--- src/rtl/core/mseu_pkg.sv ---
// Shared types and constants for the MIPS subset execute unit.
// Used by the top level and by its port checker; depends on nothing.
package mseu_pkg;

    localparam int DATA_W    = 32;
    localparam int REG_COUNT = 32;
    localparam int REG_AW    = 5;
    localparam int TARGET_W  = 10;
    localparam int OUT_LINE_W = 10;

    // power of two: line numbers wrap by keeping the low bits
    localparam int PROGRAM_LINES = 1024;

    localparam logic [REG_AW-1:0] LINK_REG  = 5'd31;
    localparam logic [REG_AW-1:0] ZERO_REG  = 5'd0;
    localparam logic [4:0]        ITER_LAST = 5'd31;

    // Input item layout, lowest bit first
    localparam int IN_TDATA_W     = 64;
    localparam int IN_ACTION_LSB  = 0;
    localparam int IN_DEST_LSB    = 4;
    localparam int IN_SRC_A_LSB   = 9;
    localparam int IN_SRC_B_LSB   = 14;
    localparam int IN_IMM_LSB     = 19;
    localparam int IN_TARGET_LSB  = 51;

    // Result item layout, lowest bit first
    localparam int OUT_TDATA_W    = 56;
    localparam int OUT_LINE_LSB   = 0;
    localparam int OUT_WE_BIT     = 10;
    localparam int OUT_WREG_LSB   = 11;
    localparam int OUT_WVAL_LSB   = 16;
    localparam int OUT_TAKEN_BIT  = 48;
    localparam int OUT_DZ_BIT     = 49;
    localparam int OUT_PAD_W      = 6;

    typedef enum logic [3:0] {
        ACT_ADDI = 4'd0,
        ACT_SUBI = 4'd1,
        ACT_ADD  = 4'd2,
        ACT_SUB  = 4'd3,
        ACT_MUL  = 4'd4,
        ACT_DIV  = 4'd5,
        ACT_BLT  = 4'd6,
        ACT_BGT  = 4'd7,
        ACT_BEQ  = 4'd8,
        ACT_J    = 4'd9,
        ACT_JAL  = 4'd10,
        ACT_JR   = 4'd11
    } action_t;

    typedef enum logic [3:0] {
        S_IDLE,
        S_READ_A,
        S_READ_B,
        S_READ_D,
        S_DECODE,
        S_ALU,
        S_MUL,
        S_NEG_A,
        S_NEG_B,
        S_DIV,
        S_FIX,
        S_CMP,
        S_TGT,
        S_DONE
    } state_t;

endpackage

--- src/rtl/core/mips_subset_execute_unit.sv ---
// MIPS subset execute unit: register file, program counter, sequencer and one
// shared 33-bit adder. Depends on mseu_pkg.
//
// One decoded instruction enters per item and leaves one result item. The unit
// reads its three source registers one after another through the single read
// port of the register file, then runs the work through one 33-bit adder/
// subtractor: add, sub, addi, subi and compares take one pass, mul 32 shift-add
// passes, div two negate passes, 32 restoring steps and a sign fix. Div by
// zero and unused action codes go from decode straight to the result; result
// back-pressure holds a finished item until the output register is free.
// Line numbers wrap by keeping the low bits of a target or jr value.
// The input side is not ready while an item is in flight; a finished result
// sits in the output register so the next item can be taken while it waits.
// Register zero reads as 0 and is never written.
module mips_subset_execute_unit (
    input  logic                               clk,
    input  logic                               rst_n,
    input  logic                               s_tvalid,
    output logic                               s_tready,
    // action[3:0], dest_reg[8:4], src_a_reg[13:9], src_b_reg[18:14],
    // immediate[50:19], jump_target[60:51], zero pad[63:61]
    input  logic [mseu_pkg::IN_TDATA_W-1:0]    s_tdata,
    output logic                               m_tvalid,
    input  logic                               m_tready,
    // next_line[9:0], write_enable[10], written_reg[15:11],
    // written_value[47:16], branch_taken[48], divide_by_zero[49], zero pad[55:50]
    output logic [mseu_pkg::OUT_TDATA_W-1:0]   m_tdata
);

    localparam int LINE_W = $clog2(mseu_pkg::PROGRAM_LINES);
    localparam logic [LINE_W-1:0] LAST_LINE = LINE_W'(mseu_pkg::PROGRAM_LINES - 1);

    mseu_pkg::state_t state_reg;
    mseu_pkg::state_t state_next;

    // captured item fields
    mseu_pkg::action_t              action_reg;
    logic [mseu_pkg::REG_AW-1:0]    dest_idx_reg;
    logic [mseu_pkg::REG_AW-1:0]    src_a_idx_reg;
    logic [mseu_pkg::REG_AW-1:0]    src_b_idx_reg;
    logic [mseu_pkg::DATA_W-1:0]    imm_reg;
    logic [mseu_pkg::TARGET_W-1:0]  target_reg;

    // working registers
    logic [31:0] a_val_reg, a_val_next;
    logic [31:0] b_val_reg, b_val_next;
    logic [31:0] d_val_reg, d_val_next;
    logic [31:0] acc_reg, acc_next;
    logic [31:0] x_reg, x_next;
    logic [31:0] y_reg, y_next;
    logic [31:0] wval_reg, wval_next;
    logic [4:0]  cnt_reg, cnt_next;
    logic        neg_q_reg, neg_q_next;
    logic        we_reg, we_next;
    logic        taken_reg, taken_next;
    logic        dz_reg, dz_next;
    logic [LINE_W-1:0] line_reg, line_next;
    logic [LINE_W-1:0] prog_line_reg, prog_line_next;
    logic [LINE_W-1:0] seq_line;

    // register file
    logic [31:0]                  rf_mem [mseu_pkg::REG_COUNT];
    logic [mseu_pkg::REG_COUNT-1:0] rf_valid_reg;
    logic [mseu_pkg::REG_AW-1:0]  rf_raddr;
    logic [mseu_pkg::REG_AW-1:0]  rf_waddr;
    logic                         rf_we;
    logic [31:0]                  rf_wdata;
    logic [31:0]                  rf_rdata_reg;
    logic                         rf_rvalid_reg;
    logic [31:0]                  rd_operand;

    // output stage
    logic                           m_tvalid_reg;
    logic [mseu_pkg::OUT_TDATA_W-1:0] m_tdata_reg, m_tdata_next;
    logic                           out_free;
    logic                           out_load;
    logic                           in_accept;

    // shared adder
    logic [32:0] add_a, add_b, add_sum;
    logic        add_sub;

    logic [31:0] rem_shift;
    logic        div_fit;
    logic [31:0] acc_div;
    logic [31:0] y_div;
    logic [31:0] acc_mul;
    logic        cmp_lt, cmp_eq, cmp_hit;
    logic        iter_done;
    logic [mseu_pkg::REG_AW-1:0] wreg_idx;
    logic        commit_we;

    assign s_tready  = (state_reg == mseu_pkg::S_IDLE);
    assign in_accept = s_tvalid && s_tready;
    assign m_tvalid  = m_tvalid_reg;
    assign m_tdata   = m_tdata_reg;
    assign out_free  = !m_tvalid_reg || m_tready;

    assign rd_operand = rf_rvalid_reg ? rf_rdata_reg : 32'd0;
    assign seq_line   = (prog_line_reg == LAST_LINE) ? '0 : prog_line_reg + LINE_W'(1);
    assign iter_done  = (cnt_reg == mseu_pkg::ITER_LAST);

    // restoring divide step: shift in the next dividend bit, try the subtract
    assign rem_shift = {acc_reg[30:0], y_reg[31]};
    assign div_fit   = !add_sum[32];
    assign acc_div   = div_fit ? add_sum[31:0] : rem_shift;
    assign y_div     = {y_reg[30:0], div_fit};
    assign acc_mul   = y_reg[0] ? add_sum[31:0] : acc_reg;

    assign cmp_lt = add_sum[32];
    assign cmp_eq = (add_sum == 33'd0);

    assign wreg_idx  = (action_reg == mseu_pkg::ACT_JAL) ? mseu_pkg::LINK_REG : dest_idx_reg;
    assign commit_we = we_reg && (wreg_idx != mseu_pkg::ZERO_REG);

    always_comb
    begin
        unique case (action_reg)
            mseu_pkg::ACT_BLT: cmp_hit = cmp_lt;
            mseu_pkg::ACT_BGT: cmp_hit = !cmp_lt && !cmp_eq;
            mseu_pkg::ACT_BEQ: cmp_hit = cmp_eq;
            default:           cmp_hit = 1'b0;
        endcase
    end

    // operand selection for the shared adder
    always_comb
    begin
        add_a   = 33'd0;
        add_b   = 33'd0;
        add_sub = 1'b0;
        unique case (state_reg)
            mseu_pkg::S_ALU:
            begin
                add_a = {1'b0, a_val_reg};
                unique case (action_reg)
                    mseu_pkg::ACT_ADDI:
                    begin
                        add_b = {1'b0, imm_reg};
                    end
                    mseu_pkg::ACT_SUBI:
                    begin
                        add_b   = {1'b0, imm_reg};
                        add_sub = 1'b1;
                    end
                    mseu_pkg::ACT_SUB:
                    begin
                        add_b   = {1'b0, b_val_reg};
                        add_sub = 1'b1;
                    end
                    default:
                    begin
                        add_b = {1'b0, b_val_reg};
                    end
                endcase
            end
            mseu_pkg::S_CMP:
            begin
                // sign-extended so bit 32 is the signed less-than
                add_a   = {d_val_reg[31], d_val_reg};
                add_b   = {a_val_reg[31], a_val_reg};
                add_sub = 1'b1;
            end
            mseu_pkg::S_MUL:
            begin
                add_a = {1'b0, acc_reg};
                add_b = {1'b0, x_reg};
            end
            mseu_pkg::S_NEG_A:
            begin
                add_b   = {1'b0, a_val_reg};
                add_sub = 1'b1;
            end
            mseu_pkg::S_NEG_B:
            begin
                add_b   = {1'b0, b_val_reg};
                add_sub = 1'b1;
            end
            mseu_pkg::S_DIV:
            begin
                add_a   = {1'b0, rem_shift};
                add_b   = {1'b0, x_reg};
                add_sub = 1'b1;
            end
            mseu_pkg::S_FIX:
            begin
                add_b   = {1'b0, y_reg};
                add_sub = 1'b1;
            end
            default:
            begin
                add_a = 33'd0;
            end
        endcase
    end

    assign add_sum = add_sub ? (add_a - add_b) : (add_a + add_b);

    // next state
    always_comb
    begin
        state_next = state_reg;
        unique case (state_reg)
            mseu_pkg::S_IDLE:
            begin
                if (in_accept)
                    state_next = mseu_pkg::S_READ_A;
            end
            mseu_pkg::S_READ_A: state_next = mseu_pkg::S_READ_B;
            mseu_pkg::S_READ_B: state_next = mseu_pkg::S_READ_D;
            mseu_pkg::S_READ_D: state_next = mseu_pkg::S_DECODE;
            mseu_pkg::S_DECODE:
            begin
                unique case (action_reg)
                    mseu_pkg::ACT_ADDI,
                    mseu_pkg::ACT_SUBI,
                    mseu_pkg::ACT_ADD,
                    mseu_pkg::ACT_SUB:  state_next = mseu_pkg::S_ALU;
                    mseu_pkg::ACT_MUL:  state_next = mseu_pkg::S_MUL;
                    mseu_pkg::ACT_DIV:
                    begin
                        if (b_val_reg == 32'd0)
                            state_next = mseu_pkg::S_DONE;
                        else
                            state_next = mseu_pkg::S_NEG_A;
                    end
                    mseu_pkg::ACT_BLT,
                    mseu_pkg::ACT_BGT,
                    mseu_pkg::ACT_BEQ:  state_next = mseu_pkg::S_CMP;
                    mseu_pkg::ACT_J,
                    mseu_pkg::ACT_JAL,
                    mseu_pkg::ACT_JR:   state_next = mseu_pkg::S_TGT;
                    default:            state_next = mseu_pkg::S_DONE;
                endcase
            end
            mseu_pkg::S_ALU:   state_next = mseu_pkg::S_DONE;
            mseu_pkg::S_MUL:
            begin
                if (iter_done)
                    state_next = mseu_pkg::S_DONE;
            end
            mseu_pkg::S_NEG_A: state_next = mseu_pkg::S_NEG_B;
            mseu_pkg::S_NEG_B: state_next = mseu_pkg::S_DIV;
            mseu_pkg::S_DIV:
            begin
                if (iter_done)
                    state_next = mseu_pkg::S_FIX;
            end
            mseu_pkg::S_FIX:   state_next = mseu_pkg::S_DONE;
            mseu_pkg::S_CMP:
            begin
                state_next = cmp_hit ? mseu_pkg::S_TGT : mseu_pkg::S_DONE;
            end
            mseu_pkg::S_TGT:   state_next = mseu_pkg::S_DONE;
            mseu_pkg::S_DONE:
            begin
                if (out_free)
                    state_next = mseu_pkg::S_IDLE;
            end
            default:           state_next = mseu_pkg::S_IDLE;
        endcase
    end

    // datapath controls and working register updates
    always_comb
    begin
        a_val_next     = a_val_reg;
        b_val_next     = b_val_reg;
        d_val_next     = d_val_reg;
        acc_next       = acc_reg;
        x_next         = x_reg;
        y_next         = y_reg;
        wval_next      = wval_reg;
        cnt_next       = cnt_reg;
        neg_q_next     = neg_q_reg;
        we_next        = we_reg;
        taken_next     = taken_reg;
        dz_next        = dz_reg;
        line_next      = line_reg;
        prog_line_next = prog_line_reg;
        rf_raddr       = dest_idx_reg;
        rf_we          = 1'b0;
        rf_waddr       = wreg_idx;
        rf_wdata       = wval_reg;
        out_load       = 1'b0;
        m_tdata_next   = {mseu_pkg::OUT_PAD_W'(0), dz_reg, taken_reg,
                          commit_we ? wval_reg : 32'd0,
                          commit_we ? wreg_idx : mseu_pkg::ZERO_REG,
                          commit_we, mseu_pkg::OUT_LINE_W'(line_reg)};
        unique case (state_reg)
            mseu_pkg::S_READ_A:
            begin
                rf_raddr = src_a_idx_reg;
            end
            mseu_pkg::S_READ_B:
            begin
                rf_raddr   = src_b_idx_reg;
                a_val_next = rd_operand;
            end
            mseu_pkg::S_READ_D:
            begin
                rf_raddr   = dest_idx_reg;
                b_val_next = rd_operand;
            end
            mseu_pkg::S_DECODE:
            begin
                d_val_next = rd_operand;
                we_next    = 1'b0;
                taken_next = 1'b0;
                dz_next    = 1'b0;
                wval_next  = 32'd0;
                line_next  = seq_line;
                unique case (action_reg)
                    mseu_pkg::ACT_ADDI,
                    mseu_pkg::ACT_SUBI,
                    mseu_pkg::ACT_ADD,
                    mseu_pkg::ACT_SUB:
                    begin
                        we_next = 1'b1;
                    end
                    mseu_pkg::ACT_MUL:
                    begin
                        we_next  = 1'b1;
                        acc_next = 32'd0;
                        x_next   = a_val_reg;
                        y_next   = b_val_reg;
                        cnt_next = 5'd0;
                    end
                    mseu_pkg::ACT_DIV:
                    begin
                        we_next    = 1'b1;
                        dz_next    = (b_val_reg == 32'd0);
                        neg_q_next = a_val_reg[31] ^ b_val_reg[31];
                    end
                    mseu_pkg::ACT_BLT,
                    mseu_pkg::ACT_BGT,
                    mseu_pkg::ACT_BEQ,
                    mseu_pkg::ACT_J:
                    begin
                        taken_next = (action_reg == mseu_pkg::ACT_J);
                        y_next     = 32'(target_reg);
                    end
                    mseu_pkg::ACT_JAL:
                    begin
                        taken_next = 1'b1;
                        we_next    = 1'b1;
                        wval_next  = 32'(seq_line);
                        y_next     = 32'(target_reg);
                    end
                    mseu_pkg::ACT_JR:
                    begin
                        taken_next = 1'b1;
                        y_next     = rd_operand;
                    end
                    default:
                    begin
                        we_next = 1'b0;
                    end
                endcase
            end
            mseu_pkg::S_ALU:
            begin
                wval_next = add_sum[31:0];
            end
            mseu_pkg::S_MUL:
            begin
                acc_next = acc_mul;
                x_next   = {x_reg[30:0], 1'b0};
                y_next   = {1'b0, y_reg[31:1]};
                cnt_next = cnt_reg + 5'd1;
                if (iter_done)
                    wval_next = acc_mul;
            end
            mseu_pkg::S_NEG_A:
            begin
                y_next = a_val_reg[31] ? add_sum[31:0] : a_val_reg;
            end
            mseu_pkg::S_NEG_B:
            begin
                x_next   = b_val_reg[31] ? add_sum[31:0] : b_val_reg;
                acc_next = 32'd0;
                cnt_next = 5'd0;
            end
            mseu_pkg::S_DIV:
            begin
                acc_next = acc_div;
                y_next   = y_div;
                cnt_next = cnt_reg + 5'd1;
            end
            mseu_pkg::S_FIX:
            begin
                wval_next = neg_q_reg ? add_sum[31:0] : y_reg;
            end
            mseu_pkg::S_CMP:
            begin
                taken_next = cmp_hit;
            end
            mseu_pkg::S_TGT:
            begin
                // line count is a power of two: the low bits are the wrapped line
                line_next = y_reg[LINE_W-1:0];
            end
            mseu_pkg::S_DONE:
            begin
                if (out_free)
                begin
                    out_load       = 1'b1;
                    rf_we          = commit_we;
                    prog_line_next = line_reg;
                end
            end
            default:
            begin
                rf_raddr = dest_idx_reg;
            end
        endcase
    end

    // item capture
    always_ff @(posedge clk)
    begin
        if (in_accept)
        begin
            action_reg    <= mseu_pkg::action_t'(s_tdata[mseu_pkg::IN_ACTION_LSB +: 4]);
            dest_idx_reg  <= s_tdata[mseu_pkg::IN_DEST_LSB +: mseu_pkg::REG_AW];
            src_a_idx_reg <= s_tdata[mseu_pkg::IN_SRC_A_LSB +: mseu_pkg::REG_AW];
            src_b_idx_reg <= s_tdata[mseu_pkg::IN_SRC_B_LSB +: mseu_pkg::REG_AW];
            imm_reg       <= s_tdata[mseu_pkg::IN_IMM_LSB +: mseu_pkg::DATA_W];
            target_reg    <= s_tdata[mseu_pkg::IN_TARGET_LSB +: mseu_pkg::TARGET_W];
        end
    end

    // working registers
    always_ff @(posedge clk)
    begin
        a_val_reg <= a_val_next;
        b_val_reg <= b_val_next;
        d_val_reg <= d_val_next;
        acc_reg   <= acc_next;
        x_reg     <= x_next;
        y_reg     <= y_next;
        wval_reg  <= wval_next;
        cnt_reg   <= cnt_next;
        neg_q_reg <= neg_q_next;
        we_reg    <= we_next;
        taken_reg <= taken_next;
        dz_reg    <= dz_next;
        line_reg  <= line_next;
        if (out_load)
            m_tdata_reg <= m_tdata_next;
    end

    // register file storage with registered read
    always_ff @(posedge clk)
    begin
        if (rf_we)
            rf_mem[rf_waddr] <= rf_wdata;
        rf_rdata_reg <= rf_mem[rf_raddr];
    end

    // entries not yet written read as zero
    always_ff @(posedge clk or negedge rst_n)
    begin
        if (!rst_n)
        begin
            rf_valid_reg  <= '0;
            rf_rvalid_reg <= 1'b0;
        end
        else
        begin
            if (rf_we)
                rf_valid_reg[rf_waddr] <= 1'b1;
            rf_rvalid_reg <= rf_valid_reg[rf_raddr];
        end
    end

    always_ff @(posedge clk or negedge rst_n)
    begin
        if (!rst_n)
        begin
            state_reg     <= mseu_pkg::S_IDLE;
            prog_line_reg <= '0;
            m_tvalid_reg  <= 1'b0;
        end
        else
        begin
            state_reg     <= state_next;
            prog_line_reg <= prog_line_next;
            if (out_load)
                m_tvalid_reg <= 1'b1;
            else if (m_tready)
                m_tvalid_reg <= 1'b0;
        end
    end

endmodule

--- config.mk ---
export PLATFORM = sky130hd
export DESIGN_NAME = mips_subset_execute_unit
export DESIGN_NICKNAME = d
export VERILOG_FILES = /design/src/rtl/core/mseu_pkg.sv /design/src/rtl/core/mips_subset_execute_unit.sv
export SDC_FILE = /design/constraint.sdc
export NUM_CORES = 2
export LEC_CHECK = 0
export ABC_AREA = 1
export BUFFER_PORTS_ARGS = -buffer_cell sky130_fd_sc_hd__buf_4
export CAP_MARGIN = 20
export CORE_MARGIN = 2
export CORE_UTILIZATION = 35
export DETAILED_ROUTE_END_ITERATION = 7
export RECOVER_POWER = 100
export SETUP_SLACK_MARGIN = 0.4
export SLEW_MARGIN = 20
export SYNTH_ARGS = -nofsm -noshare
export SYNTH_HDL_FRONTEND = slang
export SYNTH_SLANG_ARGS = --single-unit
--- constraint.sdc ---
create_clock -name clk -period 5.52 [get_ports clk]
set_input_delay 1.104 -clock clk [delete_from_list [all_inputs] [get_ports clk]]
set_output_delay 1.104 -clock clk [all_outputs]
set_load 0.02 [all_outputs]
[After elaboration in Yosys (flattened, before gate mapping)]
Memory sizes are Yosys's and may differ from the RTL's. A register that Yosys moved wholly into a read port is not among the register bits.
Index checks and enable logic that the tools add are counted.
Storage, ports and cells
  flip-flop bits (word level): 402
  input bits: 68
  memory bits (writable): 1024
  output and inout port bits: 58
  logic and storage cells: 160
  memories kept: 1
  bits in latches: 0
  bits in read-only memories: 0
Operators by class
  $lt $le $gt $ge: 3
  bitwise logic cells: 2
  shift operators: 0
  div/mod/pow operators: 0
  multiply operators: 0
  reductions and logical operators: 41
  eq/ne operators: 32
  multiplexer cells: 51
  $add $sub $neg: 4
Memory list
  rf_mem: depth 32, bits a word 32, read ports 1, clocked after Yosys merged registers in 1, write ports 1, RTL line mips_subset_execute_unit.sv:62  | logic [31:0] rf_mem [mseu_pkg::REG_COUNT];
Operators with widths (number)
  case mux 32 bit (4 select lines): 3
  2-to-1 mux 32 bit: 10
  case mux 33 bit (6 select lines): 1
  case mux 32 bit (3 select lines): 2
  case mux 33 bit (4 select lines): 1
  case mux 4 bit (12 select lines): 1
  equality test 4 bit, second input constant: 10
  adder 33 bit: 1
  logical NOT 33 bit: 1
  2-to-1 mux 33 bit: 1
  subtractor 33 bit: 1
  equality test 4 x 3 -> 1 bit, second input constant: 8
  logical NOT 32 bit: 1
  OR 32 bit: 1
  2-to-1 mux 10 bit: 2
  2-to-1 mux 4 bit: 5
  case mux 10 bit (2 select lines): 1
  case mux 4 bit (5 select lines): 1
  equality test 4 x 2 -> 1 bit, second input constant: 4
  case mux 5 bit (3 select lines): 1
  AND reduction 2 bit: 7
  2-to-1 mux 1 bit: 13
  < comparator 5 x 6 -> 1 bit, second input constant: 2
  nonzero test 4 bit: 3
  29 further kinds: 52

[Depth between registers and ports, before layout]
  word-level depth: 12
  gate-level depth with buffers: 42
  depth with buffers taken out: 40

[Least setup slack after synthesis]
OpenSTA, ideal clock, no wires.
  path type: input-to-reg
  from: input port s_tvalid
  to: register action_reg[0], enable pin
  setup slack: -0.343 ns
  library setup time: 0.555 ns
  stages: 2
  path buffers: 0
  data required time: 4.965 ns
  arrival time: 5.308 ns
  path through: inv_1 > nor3_1
Between the ends
  cells in the longest elaborated chain, start to end: 1
RTL lines
  start: declaration: RTL line mips_subset_execute_unit.sv:18  | input logic s_tvalid,
  logical AND 1 bit: RTL line mips_subset_execute_unit.sv:94  | assign in_accept = s_tvalid && s_tready;
  via in_accept: RTL line mips_subset_execute_unit.sv:77  | logic in_accept;
  end signal: assignment: RTL line mips_subset_execute_unit.sv:424  | action_reg <= mseu_pkg::action_t'(s_tdata[mseu_pkg::IN_ACTION_LSB +: 4]);
  end: declaration: RTL line mips_subset_execute_unit.sv:37  | mseu_pkg::action_t action_reg;
The timed path passes the listed nets, and every way through them passes these cells.
A chain may end at the register's enable or synchronous reset.

[Worst setup path in the final report]
  from: register state_reg[0]
  to: register state_reg[0]
Between the ends
  cells in the longest elaborated chain, start to end: 11
  elaborated cells between the ends (all ways): 36
  those cells by class: 2 x add/sub; 17 x eq/ne; 7 x mux; 10 x reduce/logical
RTL lines
  start: declaration: RTL line mips_subset_execute_unit.sv:33  | mseu_pkg::state_t state_reg;
  start signal: assignment: RTL line mips_subset_execute_unit.sv:481  | state_reg <= mseu_pkg::S_IDLE;
  start signal: assignment: RTL line mips_subset_execute_unit.sv:487  | state_reg <= state_next;
  equality test 4 x 3 -> 1 bit / equality test 4 bit (equally long branches): RTL line mips_subset_execute_unit.sv:132, mips_subset_execute_unit.sv:203
  OR reduction 2 bit (no source line)
  case mux 33 bit (6 select lines): RTL line mips_subset_execute_unit.sv:132  | unique case (state_reg)
  adder 33 bit / subtractor 33 bit (equally long branches): RTL line mips_subset_execute_unit.sv:197  | assign add_sum = add_sub ? (add_a - add_b) : (add_a + add_b);
  2-to-1 mux 33 bit: RTL line mips_subset_execute_unit.sv:197
  logical NOT 33 bit: RTL line mips_subset_execute_unit.sv:111  | assign cmp_eq = (add_sum == 33'd0);
  logical NOT 1 bit: RTL line mips_subset_execute_unit.sv:120  | mseu_pkg::ACT_BGT: cmp_hit = !cmp_lt && !cmp_eq;
  logical AND 1 bit: RTL line mips_subset_execute_unit.sv:120
  case mux 1 bit (3 select lines): RTL line mips_subset_execute_unit.sv:118  | unique case (action_reg)
  2-to-1 mux 1 bit: RTL line mips_subset_execute_unit.sv:252  | state_next = cmp_hit ? mseu_pkg::S_TGT : mseu_pkg::S_DONE;
  case mux 4 bit (12 select lines): RTL line mips_subset_execute_unit.sv:203  | unique case (state_reg)
Several ways; a longest one is shown, not always the timed one.

==> flow_metrics.tcl <==
set metrics [dict create \
    status "finished with violations" \
    violations "design-rule violations, max-capacitance violations, max-slew violations" \
    synth_edf_count 1378 \
    coreArea_mm2 0.1829 \
    crit_arrival_ns 5.87 \
    row_count 157 \
    drive_gt1_frac 0.1421 \
    worst_pin_slew_ns 3.122 \
    place_area_mm2 0.07014 \
    ios 126 \
    clk_transition_reported_paths_ns 0.06 \
    gp_congestion 0.9352 \
    overflow 0 \
    async_reset_ff_frac 0.03292 \
    htreeDepth 4 \
    dpl.hpwl_um 128000 \
    finalSetupTns_ns 0 \
    drtPass1Iterations 8 \
    fin_total_pwr_mw 50.18 \
    grt_pass1_vias 43970 \
    grtUsageTotal 0.2167 \
    ys_warn_count 0 \
    final_cells 8480 \
    cts_num_sinks 1458 \
    worstSkewPairLatency_ns 0.79 \
    peakVddDrop_v 0.0006901 \
    crit_required_ns 6.19 \
    vias 46150 \
    multi_input_area_mm2 0.01921 \
    path_class "reg2reg" \
    area.growth.synth_to_final_pct 17.76 \
    io_buffers 116 \
    final_cell_area_mm2 0.07579 \
    start_util 0.3519 \
    die_x_um 432.8 \
    synth_seq_cells 1458 \
    fmax_ghz 0.1924 \
    slowest_delay_ns 0.49 \
    final.min_clock_period_ns 5.198 \
    grt_first_pass_wirelength_um 298700 \
    synth.area.top_cells "edfxtp_1, nand2_1, o21ai_0, o221ai_1, nor2_1" \
    syn_area_mm2 0.06435 \
    largest_reg_flops 1024 \
    postRouteAntennaNets 0 \
    yosys.area.top_type "edfxtp_1" \
    whs_ns 0.4034 \
    root_buffer "clkbuf_16" \
    drt_wl_total_um 208700 \
    drc 5 \
    grt_max_degree 178 \
    final-setup-viol-count 0 \
    synthCells 5549 \
    synth_seq_area_share 0.6716 \
    endpoint_kind "flip-flop" \
    regArea_mm2 0.04322 \
    yosysTopAreaCellShare 0.6430 \
    crit_top_cell "nand2_1" \
    dieArea_mm2 0.1873 \
    rsz0062_at_grt "yes" \
    setup.worst_path.start_class "flip-flop" \
    avgSynthCellArea_um2 11.60 \
    synth.distinct_cells 52 \
    cts_made_buffers 152 \
    report.final.slew_viol_count 1215 \
    maxCapViolations 44 \
    n_fill_cell 17110 \
    clockBufferDepth 3 \
    grt_antenna_before_repair 13 \
    hp-class "reg2reg" \
    power_density_mw_per_mm2 662.1 \
    hold_violations 0 \
    die_y_um 432.8 \
    synth_ff_type "edfxtp_1" \
    period_share 0.9417 \
    cts_tree "done" \
    critPathSlowestCell "dfrtp_1" \
    leakage_nw 27.77 \
    relSlewSlack -1.081 \
    place_inst 8141 \
    detail_route.wl_per_cell_um 24.62 \
    final_nets 5997 \
    drt-initial-drc-count 5515 \
    cp_max_fo 12 \
    vias_per_cell 5.442 \
    fin_skew_ns 0.02756 \
]
==> report_power, final <==
| part | switching (mW) | leakage (nW) | total (mW) | internal [mW] |
|---|---|---|---|---|
| clock network | 4.37 | 2.34 | 10.0 | 5.68 |
| registers | 0.815 | 13.4 | 15.5 | 14.7 |
| logic | 16.7 | 12.0 | 24.6 | 8.00 |
| total | 21.8 | 27.8 | 50.2 | 28.3 |
==> worst max-delay path, delay by kind of cell, from the launching register on <==
family,cells,cell delay [ns]
and+or+nand+nor,27,2.64
buffers and inverters,8,1.22
DFF,1,0.49
adders and majority gates,1,0.33
xor gates and xnor gates,1,0.20
AOI/OAI and AO/OA,1,0.17
==> cell usage in the layout (no fill, tap or decap), drive strengths merged, types with 3 or more instances in the layout <==
master,instances
o32ai,32
o22ai,58
dfrtp,48
diode,5
nand2,852
xor2,21
bufinv,9
buf,250
clkinvlp,7
xnor2,14
a31oi,4
clkinv,51
clkbuf,432
nand3b,34
conb,38
o21ai,533
mux2i,192
nor4,10
o21a,33
o211ai,71
inv,453
nand3,261
o221ai,252
a221o,15
ha,36
nand4,47
nor3,19
a221oi,3
a21oi,130
and2,4
o2111ai,24
or2,58
o21bai,3
nor2,589
edfxtp,1378
dfxtp,32
a22oi,8
==> cell type report <==
type                    count  area share
well taps                2464     0.04068
clock inverters            66    0.009493
repair buffers            476     0.04869
clock buffers             207     0.05413
flip-flops and latches   1458      0.5703
multi-input cells        3350      0.2535
inverters                 454     0.02298
diodes                      5   0.0001651
==> logic make-up (layout without fill, tap and decap cells) <==
group / Yosys count / after routing / synth area share
AND/OR/NAND/NOR: 1876 / 1876 / 0.1222
flip-flops: 1458 / 1458 / 0.6716
AO/OA/AOI/OAI: 1172 / 1172 / 0.1166
buffers and inverters: 778 / 1203 / 0.04756
multiplexers: 192 / 192 / 0.02986
adder cells (fa/ha/maj): 37 / 37 / 0.007310
XOR/XNOR: 35 / 35 / 0.004763
other: 1 / 43 / 0.00005827
==> layer usage <==
metal | GRT usage | vias up | wire length (um)
met3 | 0.03141 | 475 | 15880
met1 | 0.2810 | 22700 | 82450
met2 | 0.3610 | 2180 | 99970
li1 | - | 20790 | -
met5 | 0 | - | 13
met4 | 0.09412 | 2 | 10430
==> per-stage QoR <==
stage          utilization  setup WS, ns
2_1_floorplan            -         1.090
3_3_place_gp        0.3832       -0.1776
3_5_place_dp        0.3835       -0.1575
4_1_cts             0.4125        0.3381
5_1_grt             0.4144       0.04132
6_report            0.4144        0.3219
==> what timing repair did <==
| item | 4_1_cts | 5_1_grt |
|---|---|---|
| gates resized for setup | 65 | 208 |
| hold buffers | 0 | 0 |
| buffers inserted | 17 | 25 |
| pin swaps | 39 | 58 |
| gates cloned | 3 | 6 |
| endpoints found under the setup margin | 40 | 63 |
| endpoints found under the hold margin | 0 | 0 |
==> worst paths after layout <==
| kind | to | cells past startpoint | slack [ns] | from |
|---|---|---|---|---|
| max | state_reg[0] | 38 | 0.32 | state_reg[0] |
| min | rf_valid_reg[0] | 0 | 0.40 | rf_valid_reg[0] |
| max reg2reg | state_reg[0] | 38 | 0.32 | state_reg[0] |
| min reg2reg | rf_valid_reg[0] | 0 | 0.40 | rf_valid_reg[0] |
| max in group asynchronous | state_reg[2] | 1 | 2.18 | rst_n |
| min in group asynchronous | prog_line_reg[9] | 1 | 1.30 | rst_n |
==> Yosys cell counts (19+ instances only) <==
cell	number
nor2_1	584
or2_2	58
xor2_1	21
dfrtp_1	48
clkbuf_1	246
nand3b_1	34
o21ai_0	471
o21ai_1	61
o22ai_1	58
edfxtp_1	1378
o32ai_1	32
mux2i_1	192
nand2_1	842
o2111ai_1	24
o221ai_1	252
o21a_1	33
dfxtp_1	32
o211ai_1	71
nand4_1	47
ha_1	36
inv_1	443
buf_2	51
nand3_1	261
a21oi_1	130
nor3_1	19
Note: power is estimated with default switching activity, not from simulation.
